<file path="src/rtl/ixg_pkg.sv">
// Shared types, constants and step functions of the interleaved xoshiro256++ generator.
`default_nettype none

package ixg_pkg;

  // Lane count limits and field widths
  localparam int unsigned IXG_MAX_LANES = 8;
  localparam int unsigned CNT_W         = 5;
  localparam int unsigned CFG_W         = 4;
  localparam int unsigned LANE_W        = 3;
  localparam int unsigned WORD_W        = 64;
  localparam logic [CFG_W-1:0] CFG_RESET = 4'd4;

  // Operation codes
  localparam logic OP_SEED = 1'b0;
  localparam logic OP_DRAW = 1'b1;

  // xoshiro256++ rotation and shift amounts
  localparam int unsigned ROT_SUM   = 23;
  localparam int unsigned SHIFT_T   = 17;
  localparam int unsigned ROT_S3    = 45;
  localparam int unsigned DROP_BITS = 12;

  // Double format
  localparam int unsigned FRAC_W = 52;
  localparam int unsigned EXP_W  = 11;
  localparam logic [EXP_W-1:0] EXP_HALF = 11'd1022;  // exponent of [0.5, 1)
  localparam int unsigned NORM_W = WORD_W - DROP_BITS + 1;  // 53-bit odd value

  typedef struct packed {
    logic [WORD_W-1:0] s0;
    logic [WORD_W-1:0] s1;
    logic [WORD_W-1:0] s2;
    logic [WORD_W-1:0] s3;
  } ixg_state_t;

  typedef struct packed {
    logic [WORD_W-1:0] raw;
    logic [LANE_W-1:0] lane;
  } ixg_draw_t;

  function automatic logic [WORD_W-1:0] rotl(input logic [WORD_W-1:0] v,
                                             input int unsigned k);
    rotl = (v << k) | (v >> (WORD_W - k));
  endfunction

  // Output word of one step
  function automatic logic [WORD_W-1:0] xs_out(input ixg_state_t s);
    xs_out = rotl(s.s0 + s.s3, ROT_SUM) + s.s0;
  endfunction

  // State after one step
  function automatic ixg_state_t xs_next(input ixg_state_t s);
    ixg_state_t        n;
    logic [WORD_W-1:0] t;
    logic [WORD_W-1:0] a2;
    logic [WORD_W-1:0] a3;
    t    = s.s1 << SHIFT_T;
    a2   = s.s2 ^ s.s0;
    a3   = s.s3 ^ s.s1;
    n.s1 = s.s1 ^ a2;
    n.s0 = s.s0 ^ a3;
    n.s2 = a2 ^ t;
    n.s3 = rotl(a3, ROT_S3);
    xs_next = n;
  endfunction

endpackage

`default_nettype wire

</file>
<file path="src/rtl/ixg_if.sv">
// Request and response channel interfaces of the interleaved xoshiro256++ generator.
`default_nettype none

interface ixg_req_if;
  import ixg_pkg::*;
  logic              valid;
  logic              ready;
  logic              op;
  logic [LANE_W-1:0] lane;
  logic [WORD_W-1:0] seed_word0;
  logic [WORD_W-1:0] seed_word1;
  logic [WORD_W-1:0] seed_word2;
  logic [WORD_W-1:0] seed_word3;

  modport source (output valid, op, lane, seed_word0, seed_word1, seed_word2, seed_word3,
                  input ready);
  modport sink (input valid, op, lane, seed_word0, seed_word1, seed_word2, seed_word3,
                output ready);
endinterface

interface ixg_rsp_if;
  import ixg_pkg::*;
  logic              valid;
  logic              ready;
  logic [WORD_W-1:0] raw_word;
  logic [WORD_W-1:0] unit_double;
  logic [LANE_W-1:0] source_lane;

  modport source (output valid, raw_word, unit_double, source_lane, input ready);
  modport sink (input valid, raw_word, unit_double, source_lane, output ready);
endinterface

`default_nettype wire

</file>
<file path="src/rtl/ixg_double_pipe.sv">
// Two-stage conversion of a raw word to the unit double, ending in the output register.
`default_nettype none

module ixg_double_pipe (
  input  wire                logic clk_i,
  input  wire                logic rst_ni,
  input  wire                logic in_valid_i,
  output                     logic in_ready_o,
  input  wire  ixg_pkg::ixg_draw_t in_draw_i,
  ixg_rsp_if.source                rsp_o
);
  import ixg_pkg::*;

  // Stage 2: leading-zero count
  logic                        v2_q;
  ixg_draw_t                   d2_q;
  logic [$clog2(NORM_W)-1:0]   lz2_q;
  logic [$clog2(NORM_W)-1:0]   lz_d;
  logic [NORM_W-1:0]           norm_in;

  // Stage 3: output register
  logic              v3_q;
  ixg_draw_t         d3_q;
  logic [WORD_W-1:0] dbl3_q;
  logic [WORD_W-1:0] dbl_d;
  logic [NORM_W-1:0] norm2;
  logic [NORM_W-1:0] shifted;

  logic adv2;
  logic adv3;

  assign adv3       = !v3_q || rsp_o.ready;
  assign adv2       = !v2_q || adv3;
  assign in_ready_o = adv2;

  // Find the top one of the odd value 2m+1
  always_comb begin
    norm_in = {in_draw_i.raw[WORD_W-1:DROP_BITS], 1'b1};
    lz_d    = '0;
    for (int i = 0; i < NORM_W; i++) begin
      if (norm_in[i]) begin
        lz_d = ($clog2(NORM_W))'(NORM_W - 1 - i);
      end
    end
  end

  // Normalize and assemble the double
  always_comb begin
    norm2   = {d2_q.raw[WORD_W-1:DROP_BITS], 1'b1};
    shifted = norm2 << lz2_q;
    dbl_d   = {1'b0, EXP_HALF - EXP_W'(lz2_q), shifted[FRAC_W-1:0]};
  end

  always_ff @(posedge clk_i or negedge rst_ni) begin
    if (!rst_ni) begin
      v2_q <= 1'b0;
      v3_q <= 1'b0;
    end else begin
      if (adv2) v2_q <= in_valid_i;
      if (adv3) v3_q <= v2_q;
    end
  end

  // Payload: load on advance
  always_ff @(posedge clk_i) begin
    if (adv2 && in_valid_i) begin
      d2_q  <= in_draw_i;
      lz2_q <= lz_d;
    end
    if (adv3 && v2_q) begin
      d3_q   <= d2_q;
      dbl3_q <= dbl_d;
    end
  end

  assign rsp_o.valid       = v3_q;
  assign rsp_o.raw_word    = d3_q.raw;
  assign rsp_o.unit_double = dbl3_q;
  assign rsp_o.source_lane = d3_q.lane;

endmodule

`default_nettype wire

</file>
<file path="src/rtl/interleaved_xoshiro256pp_generator.sv">
// Top level of the interleaved multi-lane xoshiro256++ generator.
// Each lane keeps its four 64-bit state words in flip-flops. A seed transaction writes one
// lane (an all-zero seed becomes word0 = 1) and resets the lane pointer; a draw transaction
// steps the lane under the pointer in the cycle it is accepted and moves the pointer
// round-robin over the lanes in use. One transaction is accepted every clock cycle while
// the response side keeps taking results; the read-step-write loop on the lane state sets
// that rate. An accepted draw reaches the response channel through the raw-word register,
// the leading-zero count stage and then the output register that carries raw_word,
// unit_double and source_lane. Seeds give no response. lanes_in_use is written through
// cfg_we_i / cfg_wdata_i; 0 counts as 1 and values above MAX_LANES as MAX_LANES. Drawing
// from a lane never seeded returns unspecified values.
`default_nettype none

module interleaved_xoshiro256pp_generator #(
  parameter int unsigned MAX_LANES = ixg_pkg::IXG_MAX_LANES
) (
  input  wire  logic                     clk_i,
  input  wire  logic                     rst_ni,
  input  wire  logic                     cfg_we_i,
  input  wire  logic [ixg_pkg::CFG_W-1:0] cfg_wdata_i,
  ixg_req_if.sink                        req_i,
  ixg_rsp_if.source                      rsp_o
);
  import ixg_pkg::*;

  localparam int unsigned LaneIdxW = (MAX_LANES > 1) ? $clog2(MAX_LANES) : 1;

  // Configuration register
  logic [CFG_W-1:0] cfg_q;

  always_ff @(posedge clk_i or negedge rst_ni) begin
    if (!rst_ni) begin
      cfg_q <= CFG_RESET;
    end else if (cfg_we_i) begin
      cfg_q <= cfg_wdata_i;
    end
  end

  // Clamp the lane count
  logic [CNT_W-1:0] cnt;
  logic [CNT_W-1:0] cfg_ext;

  assign cfg_ext = CNT_W'(cfg_q);

  always_comb begin
    priority if (cfg_ext == '0) begin
      cnt = CNT_W'(1);
    end else if (cfg_ext > CNT_W'(MAX_LANES)) begin
      cnt = CNT_W'(MAX_LANES);
    end else begin
      cnt = cfg_ext;
    end
  end

  // Lane state and pointer
  ixg_state_t          lane_q [MAX_LANES];
  logic [LaneIdxW-1:0] ptr_q;
  logic [LaneIdxW-1:0] ptr_d;
  logic [LaneIdxW-1:0] cur;
  logic [CNT_W-1:0]    cur_inc;

  // Stage 1 register
  logic      v1_q;
  ixg_draw_t d1_q;
  logic      pipe_ready;
  logic      adv1;

  logic       accept;
  logic       seed_ok;
  logic       is_draw;
  logic       is_seed;
  ixg_state_t cur_st;
  ixg_state_t seed_st;
  logic [LaneIdxW-1:0] seed_idx;

  assign adv1        = !v1_q || pipe_ready;
  assign req_i.ready = adv1;
  assign accept      = req_i.valid && adv1;
  assign is_draw     = accept && (req_i.op == OP_DRAW);
  assign is_seed     = accept && (req_i.op == OP_SEED);
  assign seed_ok     = CNT_W'(req_i.lane) < CNT_W'(MAX_LANES);
  assign seed_idx    = LaneIdxW'(req_i.lane);

  // Select the lane to step
  always_comb begin
    cur = (CNT_W'(ptr_q) >= cnt) ? '0 : ptr_q;
    cur_inc = CNT_W'(cur) + CNT_W'(1);
    ptr_d = (cur_inc >= cnt) ? '0 : LaneIdxW'(cur_inc);
    cur_st = lane_q[cur];
  end

  // Form the seed, replacing an all-zero one
  always_comb begin
    seed_st.s0 = req_i.seed_word0;
    seed_st.s1 = req_i.seed_word1;
    seed_st.s2 = req_i.seed_word2;
    seed_st.s3 = req_i.seed_word3;
    if ((req_i.seed_word0 | req_i.seed_word1 | req_i.seed_word2 | req_i.seed_word3) == '0) begin
      seed_st.s0 = WORD_W'(1);
    end
  end

  // Advance the pointer
  always_ff @(posedge clk_i or negedge rst_ni) begin
    if (!rst_ni) begin
      ptr_q <= '0;
      v1_q  <= 1'b0;
    end else begin
      if (is_seed && seed_ok) begin
        ptr_q <= '0;
      end else if (is_draw) begin
        ptr_q <= ptr_d;
      end
      if (adv1) v1_q <= is_draw;
    end
  end

  // Write back the lane state and hold the raw word
  always_ff @(posedge clk_i) begin
    if (is_seed && seed_ok) begin
      lane_q[seed_idx] <= seed_st;
    end else if (is_draw) begin
      lane_q[cur] <= xs_next(cur_st);
    end
    if (is_draw) begin
      d1_q.raw  <= xs_out(cur_st);
      d1_q.lane <= LANE_W'(cur);
    end
  end

  ixg_double_pipe u_double_pipe (
    .clk_i      (clk_i),
    .rst_ni     (rst_ni),
    .in_valid_i (v1_q),
    .in_ready_o (pipe_ready),
    .in_draw_i  (d1_q),
    .rsp_o      (rsp_o)
  );

endmodule

`default_nettype wire

</file>
<file path="src/flat_wrapper.sv">
// flat-port wrapper written by rule: the top's interface ports become plain ports
module interleaved_xoshiro256pp_generator_flat import ixg_pkg::*;
#(
  parameter int unsigned MAX_LANES = ixg_pkg::IXG_MAX_LANES
)
  (clk_i, rst_ni, cfg_we_i, cfg_wdata_i, req_i_valid, req_i_op, req_i_lane, req_i_seed_word0, req_i_seed_word1, req_i_seed_word2, req_i_seed_word3, req_i_ready, rsp_o_valid, rsp_o_raw_word, rsp_o_unit_double, rsp_o_source_lane, rsp_o_ready);
  ixg_req_if req_i_i ();
  ixg_rsp_if rsp_o_i ();
  input  wire  logic clk_i;
  input  wire  logic rst_ni;
  input  wire  logic cfg_we_i;
  input  wire  logic [ixg_pkg::CFG_W-1:0] cfg_wdata_i;
  input wire logic [$bits(req_i_i.valid)-1:0] req_i_valid;
  input wire logic [$bits(req_i_i.op)-1:0] req_i_op;
  input wire logic [$bits(req_i_i.lane)-1:0] req_i_lane;
  input wire logic [$bits(req_i_i.seed_word0)-1:0] req_i_seed_word0;
  input wire logic [$bits(req_i_i.seed_word1)-1:0] req_i_seed_word1;
  input wire logic [$bits(req_i_i.seed_word2)-1:0] req_i_seed_word2;
  input wire logic [$bits(req_i_i.seed_word3)-1:0] req_i_seed_word3;
  output wire logic [$bits(req_i_i.ready)-1:0] req_i_ready;
  output wire logic [$bits(rsp_o_i.valid)-1:0] rsp_o_valid;
  output wire logic [$bits(rsp_o_i.raw_word)-1:0] rsp_o_raw_word;
  output wire logic [$bits(rsp_o_i.unit_double)-1:0] rsp_o_unit_double;
  output wire logic [$bits(rsp_o_i.source_lane)-1:0] rsp_o_source_lane;
  input wire logic [$bits(rsp_o_i.ready)-1:0] rsp_o_ready;
  assign req_i_i.valid = req_i_valid;
  assign req_i_i.op = req_i_op;
  assign req_i_i.lane = req_i_lane;
  assign req_i_i.seed_word0 = req_i_seed_word0;
  assign req_i_i.seed_word1 = req_i_seed_word1;
  assign req_i_i.seed_word2 = req_i_seed_word2;
  assign req_i_i.seed_word3 = req_i_seed_word3;
  assign req_i_ready = req_i_i.ready;
  assign rsp_o_valid = rsp_o_i.valid;
  assign rsp_o_raw_word = rsp_o_i.raw_word;
  assign rsp_o_unit_double = rsp_o_i.unit_double;
  assign rsp_o_source_lane = rsp_o_i.source_lane;
  assign rsp_o_i.ready = rsp_o_ready;
  interleaved_xoshiro256pp_generator #(.MAX_LANES(MAX_LANES)) u_core (.clk_i(clk_i), .rst_ni(rst_ni), .cfg_we_i(cfg_we_i), .cfg_wdata_i(cfg_wdata_i), .req_i(req_i_i), .rsp_o(rsp_o_i));
endmodule
</file>
<file path="config.mk">
export PLATFORM = sky130hd
export DESIGN_NAME = interleaved_xoshiro256pp_generator_flat
export DESIGN_NICKNAME = d
export VERILOG_FILES = /design/src/rtl/ixg_pkg.sv /design/src/rtl/ixg_if.sv /design/src/rtl/ixg_double_pipe.sv /design/src/rtl/interleaved_xoshiro256pp_generator.sv /design/src/flat_wrapper.sv
export SDC_FILE = /design/constraint.sdc
export NUM_CORES = 2
export LEC_CHECK = 0
export BUFFER_PORTS_ARGS = -buffer_cell sky130_fd_sc_hd__buf_4
export CORE_UTILIZATION = 60
export CTS_BUF_LIST = sky130_fd_sc_hd__clkbuf_2 sky130_fd_sc_hd__clkbuf_4 sky130_fd_sc_hd__clkbuf_8
export DETAILED_ROUTE_END_ITERATION = 6
export PLACE_DENSITY = 0.78
export SKIP_CTS_REPAIR_TIMING = 1
export SLEW_MARGIN = 20
export SYNTH_ARGS = -nofsm -noshare
export SYNTH_HDL_FRONTEND = slang
export SYNTH_SLANG_ARGS = --single-unit
</file>
<file path="constraint.sdc">
create_clock -name clk_i -period 23.4 [get_ports clk_i]
set_input_delay 2.34 -clock clk_i [delete_from_list [all_inputs] [get_ports clk_i]]
set_output_delay 2.34 -clock clk_i [all_outputs]
set_load 0.02 [all_outputs]
</file>
==> flow_metrics.tcl <==
set metrics [dict create \
    synth_edf_count 2314 \
    io_buffers 396 \
    holdPathStages 0 \
    crit_start "u_core.cfg_q[2]" \
    cpMaxStageDelayCell "buf_4" \
    yosysSeqAreaShare_pct 67.9 \
    cts-root-buf "clkbuf_8" \
    ioPinCount 402 \
    grt_pass1_vias 65179 \
    grt_pass1_wl_um 456000 \
    yosysMostFrequentCell "edfxtp_1" \
    synthTopCellsByArea "edfxtp_1 (68%), nand2_1 (4.5%), o221ai_1 (2.5%)" \
    placed_cell_area_mm2 0.108 \
    status "finished, violations left" \
    layout-drive-gt1-share_pct 17.3 \
    yosysWarnings 0 \
    die_w_um 416 \
    htreeDepth 5 \
    min_path_type "flip-flop to flip-flop" \
    cp_max_fo 94 \
    fillers 11502 \
    die_h_um 416 \
    yosysTopAreaCell "edfxtp_1" \
    num_rows 151 \
    dpl.hpwl_um 209000 \
    die_area_mm2 0.173 \
    cp_data_required_time_ns 24.20 \
    fin_worst_skew_ns 0.0901 \
    synth_ff_type "edfxtp_1" \
    ys_async_sr_fraction_pct 0.430 \
    slowest_delay_ns 0.92 \
    rr_startpoint "u_core.cfg_q[2]" \
    finalHoldViolations 0 \
    yosysUniqueCellTypes 93 \
    violations "DRC" \
    period_minus_slack_ns 11.93 \
    insertion_delay_ns 1.13 \
    setup_violations 0 \
    viasPerCell 6.82 \
    reg2regPathDepth 36 \
    yosysTopAreaCellShare_pct 67.7 \
    max_freq_mhz 83.8 \
    synth_common_cells "edfxtp_1 (2314), nand2_1 (1228), a21oi_1 (432)" \
    vias 69936 \
    crit_family "compound AO/OA/AOI/OAI gates" \
    worstSetupPathType "flip-flop to flip-flop" \
    grt_usage_pct 36.7 \
    cts_buffers 374 \
    slew_headroom_pct 13.4 \
    drv_cap 0 \
    min_period_over_period_pct 51.0 \
    path_depth 36 \
    synth_area_mm2 0.103 \
    place.gp.congestion 1.02 \
    ys_seq_elements 2324 \
    wl_per_cell_um 31.5 \
    grt_max_degree 164 \
    antenna_found_initial 6 \
    dr.first_iter.drc_count 10453 \
    cts.path.max_buffers 4 \
    nNetsFinal 8164 \
    hp-start "u_core.d1_q[3]" \
    start_kind "flip-flop" \
    drc 1 \
    synthCells 7342 \
    critPathBufInv 3 \
    dr.pass1.iters 7 \
    cts_tree "done" \
    gr-total-overflow 0 \
    grt_setup_unrepaired "no" \
    tightest_slew_ns 1.30 \
    slew_violations 0 \
    postLayoutCellArea_mm2 0.115 \
    core_mm2 0.170 \
    syn-mean-instance-area_um2 14.0 \
    start_util_pct 60.5 \
    wirelength_um 323000 \
    fin_setup_tns_ns 0 \
    cp-end-kind "flip-flop" \
    area_delta_synth_final_pct 11.6 \
    crit_arrival_ns 12.73 \
    clock_sinks 2324 \
    postRouteAntennaNets 0 \
    clk_pin_slew_ns 0.06 \
]
-- path summary, 6_finish.rpt --
check / to / slack (ns)
min: u_core.u_double_pipe.d2_q[3] / 0.41
max: u_core.d1_q[63] / 11.47
max reg2reg: u_core.d1_q[63] / 11.47
min in group asynchronous: u_core.cfg_q[1] / 1.04
min reg2reg: u_core.u_double_pipe.d2_q[3] / 0.41
max in group asynchronous: u_core.cfg_q[2] / 22.13
-- cell usage in the layout (no fill, tap or decap), types with 48 or more instances in the layout --
| cell type | instances |
|---|---|
| a21o_1 | 65 |
| a21oi_1 | 431 |
| a21oi_2 | 65 |
| a221oi_1 | 129 |
| a2bb2oi_2 | 64 |
| a31oi_1 | 65 |
| and3_1 | 86 |
| buf_4 | 479 |
| clkbuf_4 | 101 |
| clkbuf_8 | 381 |
| clkinv_1 | 112 |
| edfxtp_1 | 2314 |
| ha_1 | 136 |
| inv_1 | 55 |
| mux2i_1 | 232 |
| mux4_2 | 105 |
| nand2_1 | 1226 |
| nand3_1 | 292 |
| nor2_1 | 140 |
| nor4_1 | 82 |
| o21ai_0 | 167 |
| o21ai_1 | 73 |
| o221ai_1 | 293 |
| o22ai_1 | 48 |
| xnor2_1 | 205 |
| xor2_1 | 126 |
-- worst reg2reg max path, delay by kind of cell (launching register included) --
| family | cells | cell delay (ns) |
|---|---|---|
| AOI/OAI and AO/OA | 19 | 5.20 |
| adders and majority gates | 3 | 0.96 |
| xor gates and xnor gates | 2 | 0.52 |
| buffers and inverters | 3 | 2.33 |
| DFF | 1 | 0.54 |
| and+or+nand+nor | 9 | 2.04 |
-- cell type report --
class | instances | area, µm² | share of cell area [%]
timing repair buffer | 494 | 3900 | 3.40
antenna | 8 | 20.0 | 0.0175
inverter | 60 | 279 | 0.243
tap | 2218 | 2780 | 2.42
multi-input combinational | 4503 | 30800 | 26.9
clock inverter | 169 | 1050 | 0.916
clock buffer | 482 | 6000 | 5.24
sequential | 2324 | 69700 | 60.9
-- kinds of logic (layout without fill, tap and decap cells) --
logic type                 count (synthesis)  count (layout)  share of synthesized area [%]
buffers and inverters                    518            1205                           2.22
other                                      2              13                        0.00731
xor gates and xnor gates                 372             372                           3.48
adders and majority gates                138             138                           1.70
and+or+nand+nor                         2002            2002                           8.49
AOI/OAI and AO/OA                       1621            1621                           11.3
DFF                                     2324            2324                           67.9
muxes                                    365             365                           4.87
-- routing by layer --
layer | vias to the layer above | global-route usage, % | wire length [µm]
met5 | - | 0 | 0
met4 | 0 | 25.6 | 25800
met3 | 897 | 8.13 | 38300
met2 | 5446 | 53.8 | 143000
met1 | 34274 | 49.2 | 116000
li1 | 29319 | - | -
-- state kept, by name (all words and copies together), names as in the netlist --
signal	cells
u_core.ptr_q	3
u_core.u_double_pipe.rsp_o.source_lane	3
u_core.u_double_pipe.d2_q	67
u_core.u_double_pipe.lz2_q	6
u_core.u_double_pipe.v2_q	1
u_core.d1_q	67
u_core.u_double_pipe.rsp_o.unit_double	59
u_core.lane_q	2048
u_core.cfg_q	4
u_core.v1_q	1
u_core.u_double_pipe.rsp_o.raw_word	64
u_core.u_double_pipe.rsp_o.valid	1
-- metrics by stage --
step           cells  worst slack (ns)  util (%)  hold slack (ns)
6_report       10258             11.47      67.5            0.412
5_1_grt        10252             10.98      67.5            0.416
4_1_cts        10250             11.67      67.5            0.401
3_5_place_dp    9599             11.76      63.4            0.405
3_3_place_gp    9599             11.87      63.4            0.401
2_1_floorplan   7345              8.05         -            0.400
Power is left out: the tool's default activity adds up to more than one toggle a clock period on the data nets, which glitch-free logic cannot reach.
